[config.mk]
export PLATFORM = sky130hd
export DESIGN_NAME = rgb_threshold_1bpp_packer
export DESIGN_NICKNAME = d
export VERILOG_FILES = /design/src/rtl/rtbp_pkg.sv /design/src/rtl/rtbp_input.sv /design/src/rtl/rtbp_packer.sv /design/src/rtl/rgb_threshold_1bpp_packer.sv
export SDC_FILE = /design/constraint.sdc
export NUM_CORES = 1
export LEC_CHECK = 0
export ABC_AREA = 1
export BUFFER_PORTS_ARGS = -buffer_cell sky130_fd_sc_hd__buf_2
export CAP_MARGIN = 15
export CORE_MARGIN = 1
export CORE_UTILIZATION = 54
export CTS_CLUSTER_SIZE = 14
export DETAILED_ROUTE_END_ITERATION = 8
export HOLD_SLACK_MARGIN = 0.02
export PLACE_DENSITY = 0.77
export SLEW_MARGIN = 40
export SYNTH_ARGS = -nofsm -noshare
export SYNTH_HDL_FRONTEND = slang
export SYNTH_SLANG_ARGS = --single-unit
[constraint.sdc]
create_clock -name clk -period 3.7 [get_ports clk]
set_clock_uncertainty 0.2 [all_clocks]
set_input_delay 0.74 -clock clk [delete_from_list [all_inputs] [get_ports clk]]
set_output_delay 0.74 -clock clk [all_outputs]
set_load 0.005 [all_outputs]
[src/rtl/rtbp_pkg.sv]
`timescale 1ns / 1ps
// ----------------------------------------------------------------------------
// rtbp_pkg: shared types and constants of the RGB threshold bitmap packer
// Field widths, configuration register indexes and the pixel word passed
// from the input stage to the packing stage.
// ----------------------------------------------------------------------------
package rtbp_pkg;

	// Channel and output byte widths.
	localparam int CHAN_W      = 8;
	localparam int BYTE_W      = 8;
	localparam int PIX_DATA_W  = 3 * CHAN_W;

	// Configuration register widths and indexes.
	localparam int ROW_WIDTH_W = 13;
	localparam int THRESH_W    = 8;
	localparam int CFG_DATA_W  = 13;
	localparam int CFG_IDX_W   = 1;

	localparam logic [CFG_IDX_W-1:0] REG_ROW_WIDTH      = 1'd0;
	localparam logic [CFG_IDX_W-1:0] REG_GRAY_THRESHOLD = 1'd1;

	// Reset values of the configuration registers.
	localparam logic [ROW_WIDTH_W-1:0] ROW_WIDTH_RST = 13'd960;
	localparam logic [THRESH_W-1:0]    THRESH_RST    = 8'd127;

	// One thresholded pixel handed to the packer.
	typedef struct packed {
		logic valid;
		logic white;
	} pix_bit_t;

endpackage

[src/rtl/rtbp_input.sv]
`timescale 1ns / 1ps
// ----------------------------------------------------------------------------
// rtbp_input: pixel input register and gray threshold
// Registers one RGB word and decides whether its gray level lies above the
// threshold. The register refills in the same cycle that the packer takes it.
// ----------------------------------------------------------------------------
module rtbp_input (
	input  logic                                 clk,
	input  logic                                 arst_n,
	input  logic                                 s_tvalid,
	output logic                                 s_tready,
	// Fields from bit 0: red[7:0], green[15:8], blue[23:16].
	input  logic [rtbp_pkg::PIX_DATA_W-1:0]      s_tdata,
	input  logic [rtbp_pkg::THRESH_W-1:0]        gray_threshold,
	output rtbp_pkg::pix_bit_t                   pix,
	input  logic                                 take
);
	import rtbp_pkg::*;

	logic                valid_s1;
	logic [CHAN_W-1:0]   red_s1;
	logic [CHAN_W-1:0]   green_s1;
	logic [CHAN_W-1:0]   blue_s1;
	logic [CHAN_W+1:0]   sum;
	logic [CHAN_W+2:0]   limit;

	assign s_tready = !valid_s1 || take;

	// Valid flag of the input register.
	always_ff @(posedge clk or negedge arst_n) begin
		if (!arst_n) begin
			valid_s1 <= 1'b0;
		end else if (s_tready) begin
			valid_s1 <= s_tvalid;
		end
	end

	// Pixel payload, loaded on each accepted word.
	always_ff @(posedge clk) begin
		if (s_tvalid && s_tready) begin
			red_s1   <= s_tdata[CHAN_W-1:0];
			green_s1 <= s_tdata[2*CHAN_W-1:CHAN_W];
			blue_s1  <= s_tdata[3*CHAN_W-1:2*CHAN_W];
		end
	end

	// floor(sum / 3) > T holds exactly when sum >= 3 * T + 3, so no divider
	// is needed.
	assign sum   = {2'b00, red_s1} + {2'b00, green_s1} + {2'b00, blue_s1};
	assign limit = ({3'b000, gray_threshold} << 1) + {3'b000, gray_threshold}
		+ (CHAN_W+3)'(3);

	assign pix.valid = valid_s1;
	assign pix.white = ({1'b0, sum} >= limit);

endmodule

[src/rtl/rtbp_packer.sv]
`timescale 1ns / 1ps
// ----------------------------------------------------------------------------
// rtbp_packer: bit packing, row flush and padding
// Packs one bit per pixel MSB first, flushes the partial byte at the end of
// a row and adds zero bytes up to a 4-byte row boundary. The bytes of one
// pixel sit in a burst register that drains one word per unstalled cycle.
// ----------------------------------------------------------------------------
module rtbp_packer #(
	parameter int MAX_ROW_WIDTH = 4096
) (
	input  logic                                clk,
	input  logic                                arst_n,
	input  rtbp_pkg::pix_bit_t                  pix,
	output logic                                take,
	input  logic [rtbp_pkg::ROW_WIDTH_W-1:0]    row_width,
	output logic                                m_tvalid,
	input  logic                                m_tready,
	output logic [rtbp_pkg::BYTE_W-1:0]         m_tdata,
	output logic                                m_tlast
);
	import rtbp_pkg::*;

	localparam int CNT_W = $clog2(MAX_ROW_WIDTH);
	localparam int CMP_W = ((ROW_WIDTH_W > CNT_W) ? ROW_WIDTH_W : CNT_W) + 2;

	// Packing state.
	logic [BYTE_W-1:0] acc_q;
	logic [2:0]        pos_q;
	logic [CNT_W-1:0]  col_q;
	logic [1:0]        phase_q;

	// Burst register: byte on the port, words left, row end flag.
	logic [BYTE_W-1:0] byte_q;
	logic [2:0]        rem_q;
	logic              row_end_q;

	logic [BYTE_W-1:0] acc_set;
	logic              full;
	logic              row_done;
	logic              has_data;
	logic [1:0]        phase_one;
	logic [1:0]        pads;
	logic [2:0]        n_bytes;
	logic [CMP_W-1:0]  rw_ext;
	logic [CMP_W-1:0]  max_ext;
	logic [CMP_W-1:0]  eff_width;
	logic              out_fire;

	assign out_fire = m_tvalid && m_tready;
	assign take     = pix.valid && ((rem_q == 3'd0) || (rem_q == 3'd1 && m_tready));

	// Effective row width: zero counts as one, large values saturate.
	assign rw_ext    = CMP_W'(row_width);
	assign max_ext   = CMP_W'(MAX_ROW_WIDTH);
	assign eff_width = (rw_ext == '0) ? CMP_W'(1) : ((rw_ext > max_ext) ? max_ext : rw_ext);

	// Per-pixel byte decisions.
	always_comb begin
		acc_set   = acc_q | (BYTE_W'(pix.white) << pos_q);
		full      = (pos_q == 3'd0);
		row_done  = ((CMP_W'(col_q) + CMP_W'(1)) >= eff_width);
		has_data  = full || row_done;
		phase_one = has_data ? (phase_q + 2'd1) : phase_q;
		pads      = row_done ? (2'd0 - phase_one) : 2'd0;
		n_bytes   = {2'b00, has_data} + {1'b0, pads};
	end

	// Packing state update, one pixel per taken word.
	always_ff @(posedge clk or negedge arst_n) begin
		if (!arst_n) begin
			acc_q   <= '0;
			pos_q   <= 3'd7;
			col_q   <= '0;
			phase_q <= 2'd0;
		end else if (take) begin
			if (has_data) begin
				acc_q <= '0;
				pos_q <= 3'd7;
			end else begin
				acc_q <= acc_set;
				pos_q <= pos_q - 3'd1;
			end
			if (row_done) begin
				col_q   <= '0;
				phase_q <= 2'd0;
			end else begin
				col_q   <= col_q + CNT_W'(1);
				phase_q <= phase_one;
			end
		end
	end

	// Burst register: load on take, otherwise count down as words leave.
	always_ff @(posedge clk or negedge arst_n) begin
		if (!arst_n) begin
			rem_q     <= 3'd0;
			row_end_q <= 1'b0;
		end else if (take) begin
			rem_q     <= n_bytes;
			row_end_q <= row_done;
		end else if (out_fire) begin
			rem_q     <= rem_q - 3'd1;
		end
	end

	// Output byte: the data byte first, zero padding after it.
	always_ff @(posedge clk) begin
		if (take) begin
			byte_q <= has_data ? acc_set : '0;
		end else if (out_fire) begin
			byte_q <= '0;
		end
	end

	assign m_tvalid = (rem_q != 3'd0);
	assign m_tdata  = byte_q;
	assign m_tlast  = row_end_q && (rem_q == 3'd1);

endmodule

[src/rtl/rgb_threshold_1bpp_packer.sv]
`timescale 1ns / 1ps
// ----------------------------------------------------------------------------
// rgb_threshold_1bpp_packer: RGB to 1 bit per pixel bitmap rows
// Thresholds RGB pixels on their gray level and packs them into BMP-style
// 1bpp rows padded to a multiple of 4 bytes.
// ----------------------------------------------------------------------------
// One pixel word is taken per clock unless the input stalls. A pixel that
// completes no byte leaves nothing, one that completes a byte leaves one
// word, and the last pixel of a row can leave up to four words (flushed
// byte plus zero padding); the output drains one word per cycle from a
// burst register while m_tready is high, so the input can stall at each row
// end. A pixel's byte passes the input register and then the burst register
// before it is offered on the output. The row width is clamped to
// 1..MAX_ROW_WIDTH; changing it mid-row ends the current row as soon as its
// column count reaches the new width. Configuration is to be written by
// the user while the block is idle; the block itself does not enforce this.
module rgb_threshold_1bpp_packer #(
	parameter int MAX_ROW_WIDTH = 4096
) (
	input  logic                                clk,
	input  logic                                arst_n,
	// Configuration write port.
	input  logic                                cfg_we,
	input  logic [rtbp_pkg::CFG_IDX_W-1:0]      cfg_index,
	input  logic [rtbp_pkg::CFG_DATA_W-1:0]     cfg_data,
	// Pixel input.
	input  logic                                s_tvalid,
	output logic                                s_tready,
	// Fields from bit 0: red[7:0], green[15:8], blue[23:16].
	input  logic [rtbp_pkg::PIX_DATA_W-1:0]     s_tdata,
	// Byte output.
	output logic                                m_tvalid,
	input  logic                                m_tready,
	// Fields from bit 0: packed_byte[7:0].
	output logic [rtbp_pkg::BYTE_W-1:0]         m_tdata,
	output logic                                m_tlast
);
	import rtbp_pkg::*;

	logic [ROW_WIDTH_W-1:0] row_width_q;
	logic [THRESH_W-1:0]    gray_threshold_q;
	pix_bit_t               pix;
	logic                   take;

	// Configuration registers.
	always_ff @(posedge clk or negedge arst_n) begin
		if (!arst_n) begin
			row_width_q      <= ROW_WIDTH_RST;
			gray_threshold_q <= THRESH_RST;
		end else if (cfg_we) begin
			unique case (cfg_index)
				REG_ROW_WIDTH: begin
					row_width_q <= cfg_data[ROW_WIDTH_W-1:0];
				end
				REG_GRAY_THRESHOLD: begin
					gray_threshold_q <= cfg_data[THRESH_W-1:0];
				end
				default: begin
				end
			endcase
		end
	end

	rtbp_input u_input (
		.clk            (clk),
		.arst_n         (arst_n),
		.s_tvalid       (s_tvalid),
		.s_tready       (s_tready),
		.s_tdata        (s_tdata),
		.gray_threshold (gray_threshold_q),
		.pix            (pix),
		.take           (take)
	);

	rtbp_packer #(
		.MAX_ROW_WIDTH (MAX_ROW_WIDTH)
	) u_packer (
		.clk       (clk),
		.arst_n    (arst_n),
		.pix       (pix),
		.take      (take),
		.row_width (row_width_q),
		.m_tvalid  (m_tvalid),
		.m_tready  (m_tready),
		.m_tdata   (m_tdata),
		.m_tlast   (m_tlast)
	);

endmodule

Yosys cells after proc, flatten, opt, wreduce, memory -nomap -nowiden

Index checks and enable logic that the tools add are counted.

Divide/modulo/power cells: 0
$add $sub $neg: 11
Equal/unequal tests: 1
Bitwise gates (word level): 2
Shift-type cells: 1
Mux-type cells: 13
Order comparisons: 3
Multipliers: 0
Reductions and logical operators: 16

Operators by type and width:

| cell                                                  | count |
|---|---|
| two-way mux 8 bit                                     | 4 |
| greater-or-equal comparator 15 bit                    | 1 |
| logical NOT 15 bit                                    | 1 |
| two-way mux 15 bit                                    | 1 |
| adder 12 x 1 -> 13 bit, second input constant         | 1 |
| greater-than comparator 13 bit, second input constant | 1 |
| two-way mux 13 bit                                    | 1 |
| adder 12 x 1 -> 12 bit, second input constant         | 1 |
| two-way mux 12 bit                                    | 1 |
| adder 11 x 2 -> 11 bit, second input constant         | 1 |
| greater-or-equal comparator 10 x 11 -> 1 bit          | 1 |
| adder 10 x 8 -> 10 bit                                | 1 |
| adder 9 x 8 -> 10 bit                                 | 1 |
| adder 8 x 8 -> 9 bit                                  | 1 |
| two-way mux 3 bit                                     | 3 |
| bitwise OR 8 bit                                      | 1 |
| << shifter 1 x 3 -> 8 bit                             | 1 |
| logical NOT 3 bit                                     | 2 |
| two-way mux 2 bit                                     | 3 |
| subtractor 3 x 1 -> 3 bit, second input constant      | 2 |
| logical AND 1 bit                                     | 5 |
| AND reduction 2 bit                                   | 2 |
| adder 1 x 2 -> 3 bit                                  | 1 |
| equality test 3 x 1 -> 1 bit, second input constant   | 1 |
| other kinds (7)                                       | 9 |

Bits in latches: 0
Logic and storage cells: 60
Bits in writable memories: 0
Input bits: 43
Register bits after elaboration: 83
Memories kept: 0
Bits in read-only memories: 0
Output and inout port bits: 11

Logic depth before layout (Yosys ltp)

Word-level depth: 10
Gate-level depth with buffers: 27
Mapped depth without buffers: 27

Hierarchy

Synthesis repeated with hierarchy kept, for this count alone.

Cell total of the unflattened synthesis: 611
Area total of the unflattened synthesis: 5330.1 um^2

Modules (own cells, without submodules):

| module                    | sequential area each (um^2) | cells each | instances | area each (um^2) |
|---|---|---|---|---|
| rtbp_packer               | 969.7                       | 282        | 1         | 2367.3 |
| rtbp_input                | 745.7                       | 237        | 1         | 2097.0 |
| rgb_threshold_1bpp_packer | 539.3                       | 92         | 1         | 865.8 |

Least setup slack after synthesis

Ideal clock, no wire load.

Kind: flip-flop to flip-flop
Start: reg u_input.green_s1[0]
End: reg u_packer.byte_q[6] (netlist: u_packer.m_tdata[6]) (data pin)
Arrival: 3.346 ns
Buffers on the path: 0
Path slack: -0.098 ns
Clock period less this slack: 3.798 ns
Stages on the path, launching flop included: 26
Setup time: 0.252 ns
Required time: 3.248 ns
Cells stage by stage: edfxtp_1 -> ha_1 -> inv_1 -> fa_1 -> o21ai_0 -> a21oi_1 -> o21ai_0 -> xnor2_1 -> inv_1 -> ha_1 -> xor2_1 -> ha_1 -> nand2_1 -> inv_1 -> a21oi_1 -> nand3_1 -> nand2_1 -> nand3_1 -> nand2_1 -> nand2_1 -> nand2_1 -> nand2_1 -> nand4_1 -> nor2_1 -> nor2_2 -> nor2_1

Word-level cells in the longest chain between the ends: 7

Ends and longest elaborated chain:

| item                                         | line               | text |
|---|---|---|
| start, declared                              | rtbp_input.sv:22   | `logic [CHAN_W-1:0] green_s1;` |
| start signal, assigned                       | rtbp_input.sv:42   | `green_s1 <= s_tdata[2*CHAN_W-1:CHAN_W];` |
| adder 8 x 8 -> 9 bit                         | rtbp_input.sv:49   | `assign sum = {2'b00, red_s1} + {2'b00, green_s1} + {2'b00, blue_s1};` |
| adder 10 x 8 -> 10 bit                       | rtbp_input.sv:49   |  |
| greater-or-equal comparator 10 x 11 -> 1 bit | rtbp_input.sv:54   | `assign pix.white = ({1'b0, sum} >= limit);` |
| << shifter 1 x 3 -> 8 bit                    | rtbp_packer.sv:59  | `acc_set = acc_q \| (BYTE_W'(pix.white) << pos_q);` |
| bitwise OR 8 bit                             | rtbp_packer.sv:59  |  |
| two-way mux 8 bit                            | rtbp_packer.sv:109 | `byte_q <= has_data ? acc_set : '0;` |
| two-way mux 8 bit                            | rtbp_packer.sv:108 | `if (take) begin` |
| end signal, assigned                         | rtbp_packer.sv:109 |  |
| end, declared                                | rtbp_packer.sv:33  | `logic [BYTE_W-1:0] byte_q;` |

Every way passes these cells.
A chain may end at the register's enable or synchronous reset.

Worst setup path in the final report

Start: reg u_input.green_s1[2]
End: reg u_packer.byte_q[7] (netlist: u_packer.m_tdata[7]) (data pin)

The elaborated chain is that of the path after synthesis.

==> results.sh <==
export IMPL_grt_pass1_wl_mm=17.9
export IMPL_grt_max_degree=30
export IMPL_power_density_nw_per_um2=827
export IMPL_die_h_um=100
export IMPL_r2r_start="u_input.green_s1[2]$_DFFE_PP_"
export IMPL_mostFrequentLayoutCell="nand2_1"
export IMPL_ir_drop_v=0.000563
export IMPL_finalWorstSetupSlack_ps=-287
export IMPL_postCtsHoldBufs=0
export IMPL_max_cap_violations=0
export IMPL_failed_checks="negative setup slack"
export IMPL_ys_seq_area_share_pct=43.1
export IMPL_hpwl_mm=7.65
export IMPL_use_met3_pct=4.99
export IMPL_track_usage_pct=22.5
export IMPL_status="complete, but fails checks"
export IMPL_r2r_cells=23
export IMPL_cts_reportedPaths_clkPinSlew_ps=80
export IMPL_layout_nets=789
export IMPL_synth_net_count=689
export IMPL_relSlewSlack_pct=54.1
export IMPL_p_leak_uw=0.00315
export IMPL_worstMarginPinSlew_ps=689
export IMPL_num_fill_cells=727
export IMPL_diodes=0
export IMPL_ys_flop_type="dfrtp_1"
export IMPL_top_usage_layer="met2"
export IMPL_grt_pass1_vias=4354
export IMPL_r2r_setup_slack_ps=-290
export IMPL_dieArea_um2=10100
export IMPL_endpoint="u_packer.m_tdata[7]$_SDFFCE_PN0P_"
export IMPL_dr_first_iter_drc_count=184
export IMPL_endpoint_kind="register"
export IMPL_setup_tns_final_ps=-3390
export IMPL_syn2layout_area_growth_pct=22.8
export IMPL_use_met1_pct=25.0
export IMPL_worstPathRequired_ps=3620
export IMPL_crit_start="u_input.green_s1[2]$_DFFE_PP_"
export IMPL_hold_path_class="in -> async"
export IMPL_critical_path_class="reg -> reg"
export IMPL_cp_start_kind="register"
export IMPL_ys_ff_latch=83
export IMPL_portBuffers=53
export IMPL_grt_use_met2_pct=42.0
export IMPL_final_cell_mix="nand2_1 (95), inv_1 (78), buf_2 (53)"
export IMPL_arrival_ps=3910
export IMPL_max_freq_ghz=0.251
export IMPL_drc=0
export IMPL_antenna_found_initial=0
export IMPL_io_pins=54
export IMPL_rsz0062_at_grt="yes"
export IMPL_vias_per_cell=5.23
export IMPL_finalCritPeriodShare_pct=108
export IMPL_finalHoldViolCount=0
export IMPL_clockBufferDepth=2
export IMPL_overflow=0
export IMPL_core_um2=9330
export IMPL_ys_async_sr_fraction_pct=61.4
export IMPL_finalSetupViolations=17
export IMPL_syn_mean_instance_area_um2=8.94
export IMPL_synthesis_area_um2=5240
export IMPL_vias=4292
export IMPL_period_needed_ps=3990
export IMPL_drv_slew=0
export IMPL_cts_sinks=83
export IMPL_drt_wl_total_mm=11.1
export IMPL_crit_path_max_fanout=4
export IMPL_place_gp_congestion=0.856
export IMPL_synth_edf_count=32
export IMPL_synth_cells=586
export IMPL_clk_latency_ps=360
export IMPL_ant_nets=0
export IMPL_power_uw=5320
export IMPL_cts_tree="done"
export IMPL_cts_buffers=9
export IMPL_start_util_pct=56.1
export IMPL_ys_types=40
export IMPL_drive_gt1_share_pct=31.1
export IMPL_cts_htree_levels=3
export IMPL_rows=35
export IMPL_yosys_warnings=0
export IMPL_die_x_um=100
export IMPL_drtPass1Iterations=4
export IMPL_cts_root_buffer="clkbuf_8"
export IMPL_detail_route_wl_per_cell_um=13.6
export IMPL_r2r_end="u_packer.m_tdata[7]$_SDFFCE_PN0P_"
[through the flow]
stage	cell area [µm²]	hold WS (ps)	setup WS (ps)	utilization, %	instances
after floorplan	5240	244	4.88	-	586
after global placement	5790	289	-276	62.1	783
after detailed placement	5790	301	-348	62.1	783
after CTS	6080	214	-247	65.2	806
after global routing	6430	241	-566	68.9	820
final	6430	211	-287	68.9	820
[per-layer routing]
metal  wire length [µm]  up-vias
met5                  0        -
met1               4560     2025
met3                487       24
met2               5820      108
li1                   -     2135
met4                257        0
[how the worst min path moves through the flow]
stage | from | end | slack, ps | cells past startpoint
3_3_place_gp | row_width_q[7]$_DFFE_PN1P_ | row_width_q[7]$_DFFE_PN1P_ | 290 | 2
3_5_place_dp | gray_threshold_q[4]$_DFFE_PN1P_ | gray_threshold_q[4]$_DFFE_PN1P_ | 300 | 2
4_1_cts | arst_n | u_packer.acc_q[4]$_DFFE_PN0P_ | 210 | 1
6_report | arst_n | u_packer.acc_q[4]$_DFFE_PN0P_ | 210 | 1
5_1_grt | arst_n | u_packer.acc_q[4]$_DFFE_PN0P_ | 240 | 1
2_1_floorplan | arst_n | gray_threshold_q[7]$_DFFE_PN0P_ | 240 | 0
[power by group]
group | switching, µW | internal [µW]
logic | 1790 | 1500
clock network | 310 | 307
registers | 167 | 1240
[worst max-delay path, cell delays in order, from the launching register on]
cell	delay (ps)
edfxtp_1	420
ha_4	270
a21oi_2	160
nand2_2	100
a21oi_2	170
o21bai_1	130
buf_4	150
nand2_1	50
nand2_1	50
a21oi_1	170
xnor2_1	170
ha_1	300
a21o_1	170
a31oi_1	170
xor2_1	190
ha_1	250
nand2_1	70
nand2_1	50
nand2_1	60
nand2_2	80
nand4_1	110
nor2_1	80
nor2_2	130
nor2_1	50
[cells by family after synthesis]
logic type	Yosys count	synth area share, %
buf+inv	97	7.31
flops	83	43.1
mux	4	0.860
xor+xnor	31	5.19
compound gates	90	9.41
fa+ha+maj	60	14.8
simple gates	221	19.4
[flip-flops by register name (all words and copies together) (netlist names), 2 cells and up]
register,flops
u_packer.col_q,12
u_packer.pos_q,3
u_packer.acc_q,8
u_input.green_s1,8
row_width_q,13
u_input.blue_s1,8
u_packer.rem_q,3
u_packer.phase_q,2
gray_threshold_q,8
u_packer.m_tdata,8
u_input.red_s1,8
[synthesized netlist by cell type (4+ instances only)]
library cell	n	area, µm²
nor2_1	50	188
mux2_2	4	45.0
inv_2	5	18.8
xnor2_1	12	105
nor2_2	10	62.6
clkbuf_1	4	15.0
xor2_1	19	166
o21ai_0	40	200
a21oi_1	31	155
inv_1	85	319
nand2_2	6	37.5
dfrtp_1	37	926
nand2_1	105	394
nand4_1	15	93.8
edfxtp_1	32	961
nand3_1	18	90.1
o22ai_1	4	25.0
ha_1	57	713
dfstp_2	14	368
[area by class of cell]
| class | count | area [µm²] | area share [%] |
|---|---|---|---|
| clock inverter | 4 | 42.5 | 0.661 |
| multi-input combinational | 406 | 2910 | 45.2 |
| sequential | 83 | 2250 | 35.1 |
| tap | 129 | 161 | 2.51 |
| inverter | 90 | 338 | 5.25 |
| timing repair buffer | 96 | 592 | 9.20 |
| clock buffer | 12 | 135 | 2.10 |
[what timing repair did]
| item | 4_1_cts | 5_1_grt |
|---|---|---|
| endpoints found under the setup margin | 17 | 30 |
| setup buffers | 7 | 14 |
| endpoints found under the hold margin | 0 | 0 |
| resized for setup | 17 | 49 |
| pin swaps | 14 | 54 |
No activity file was read; power rests on OpenSTA's default activity.
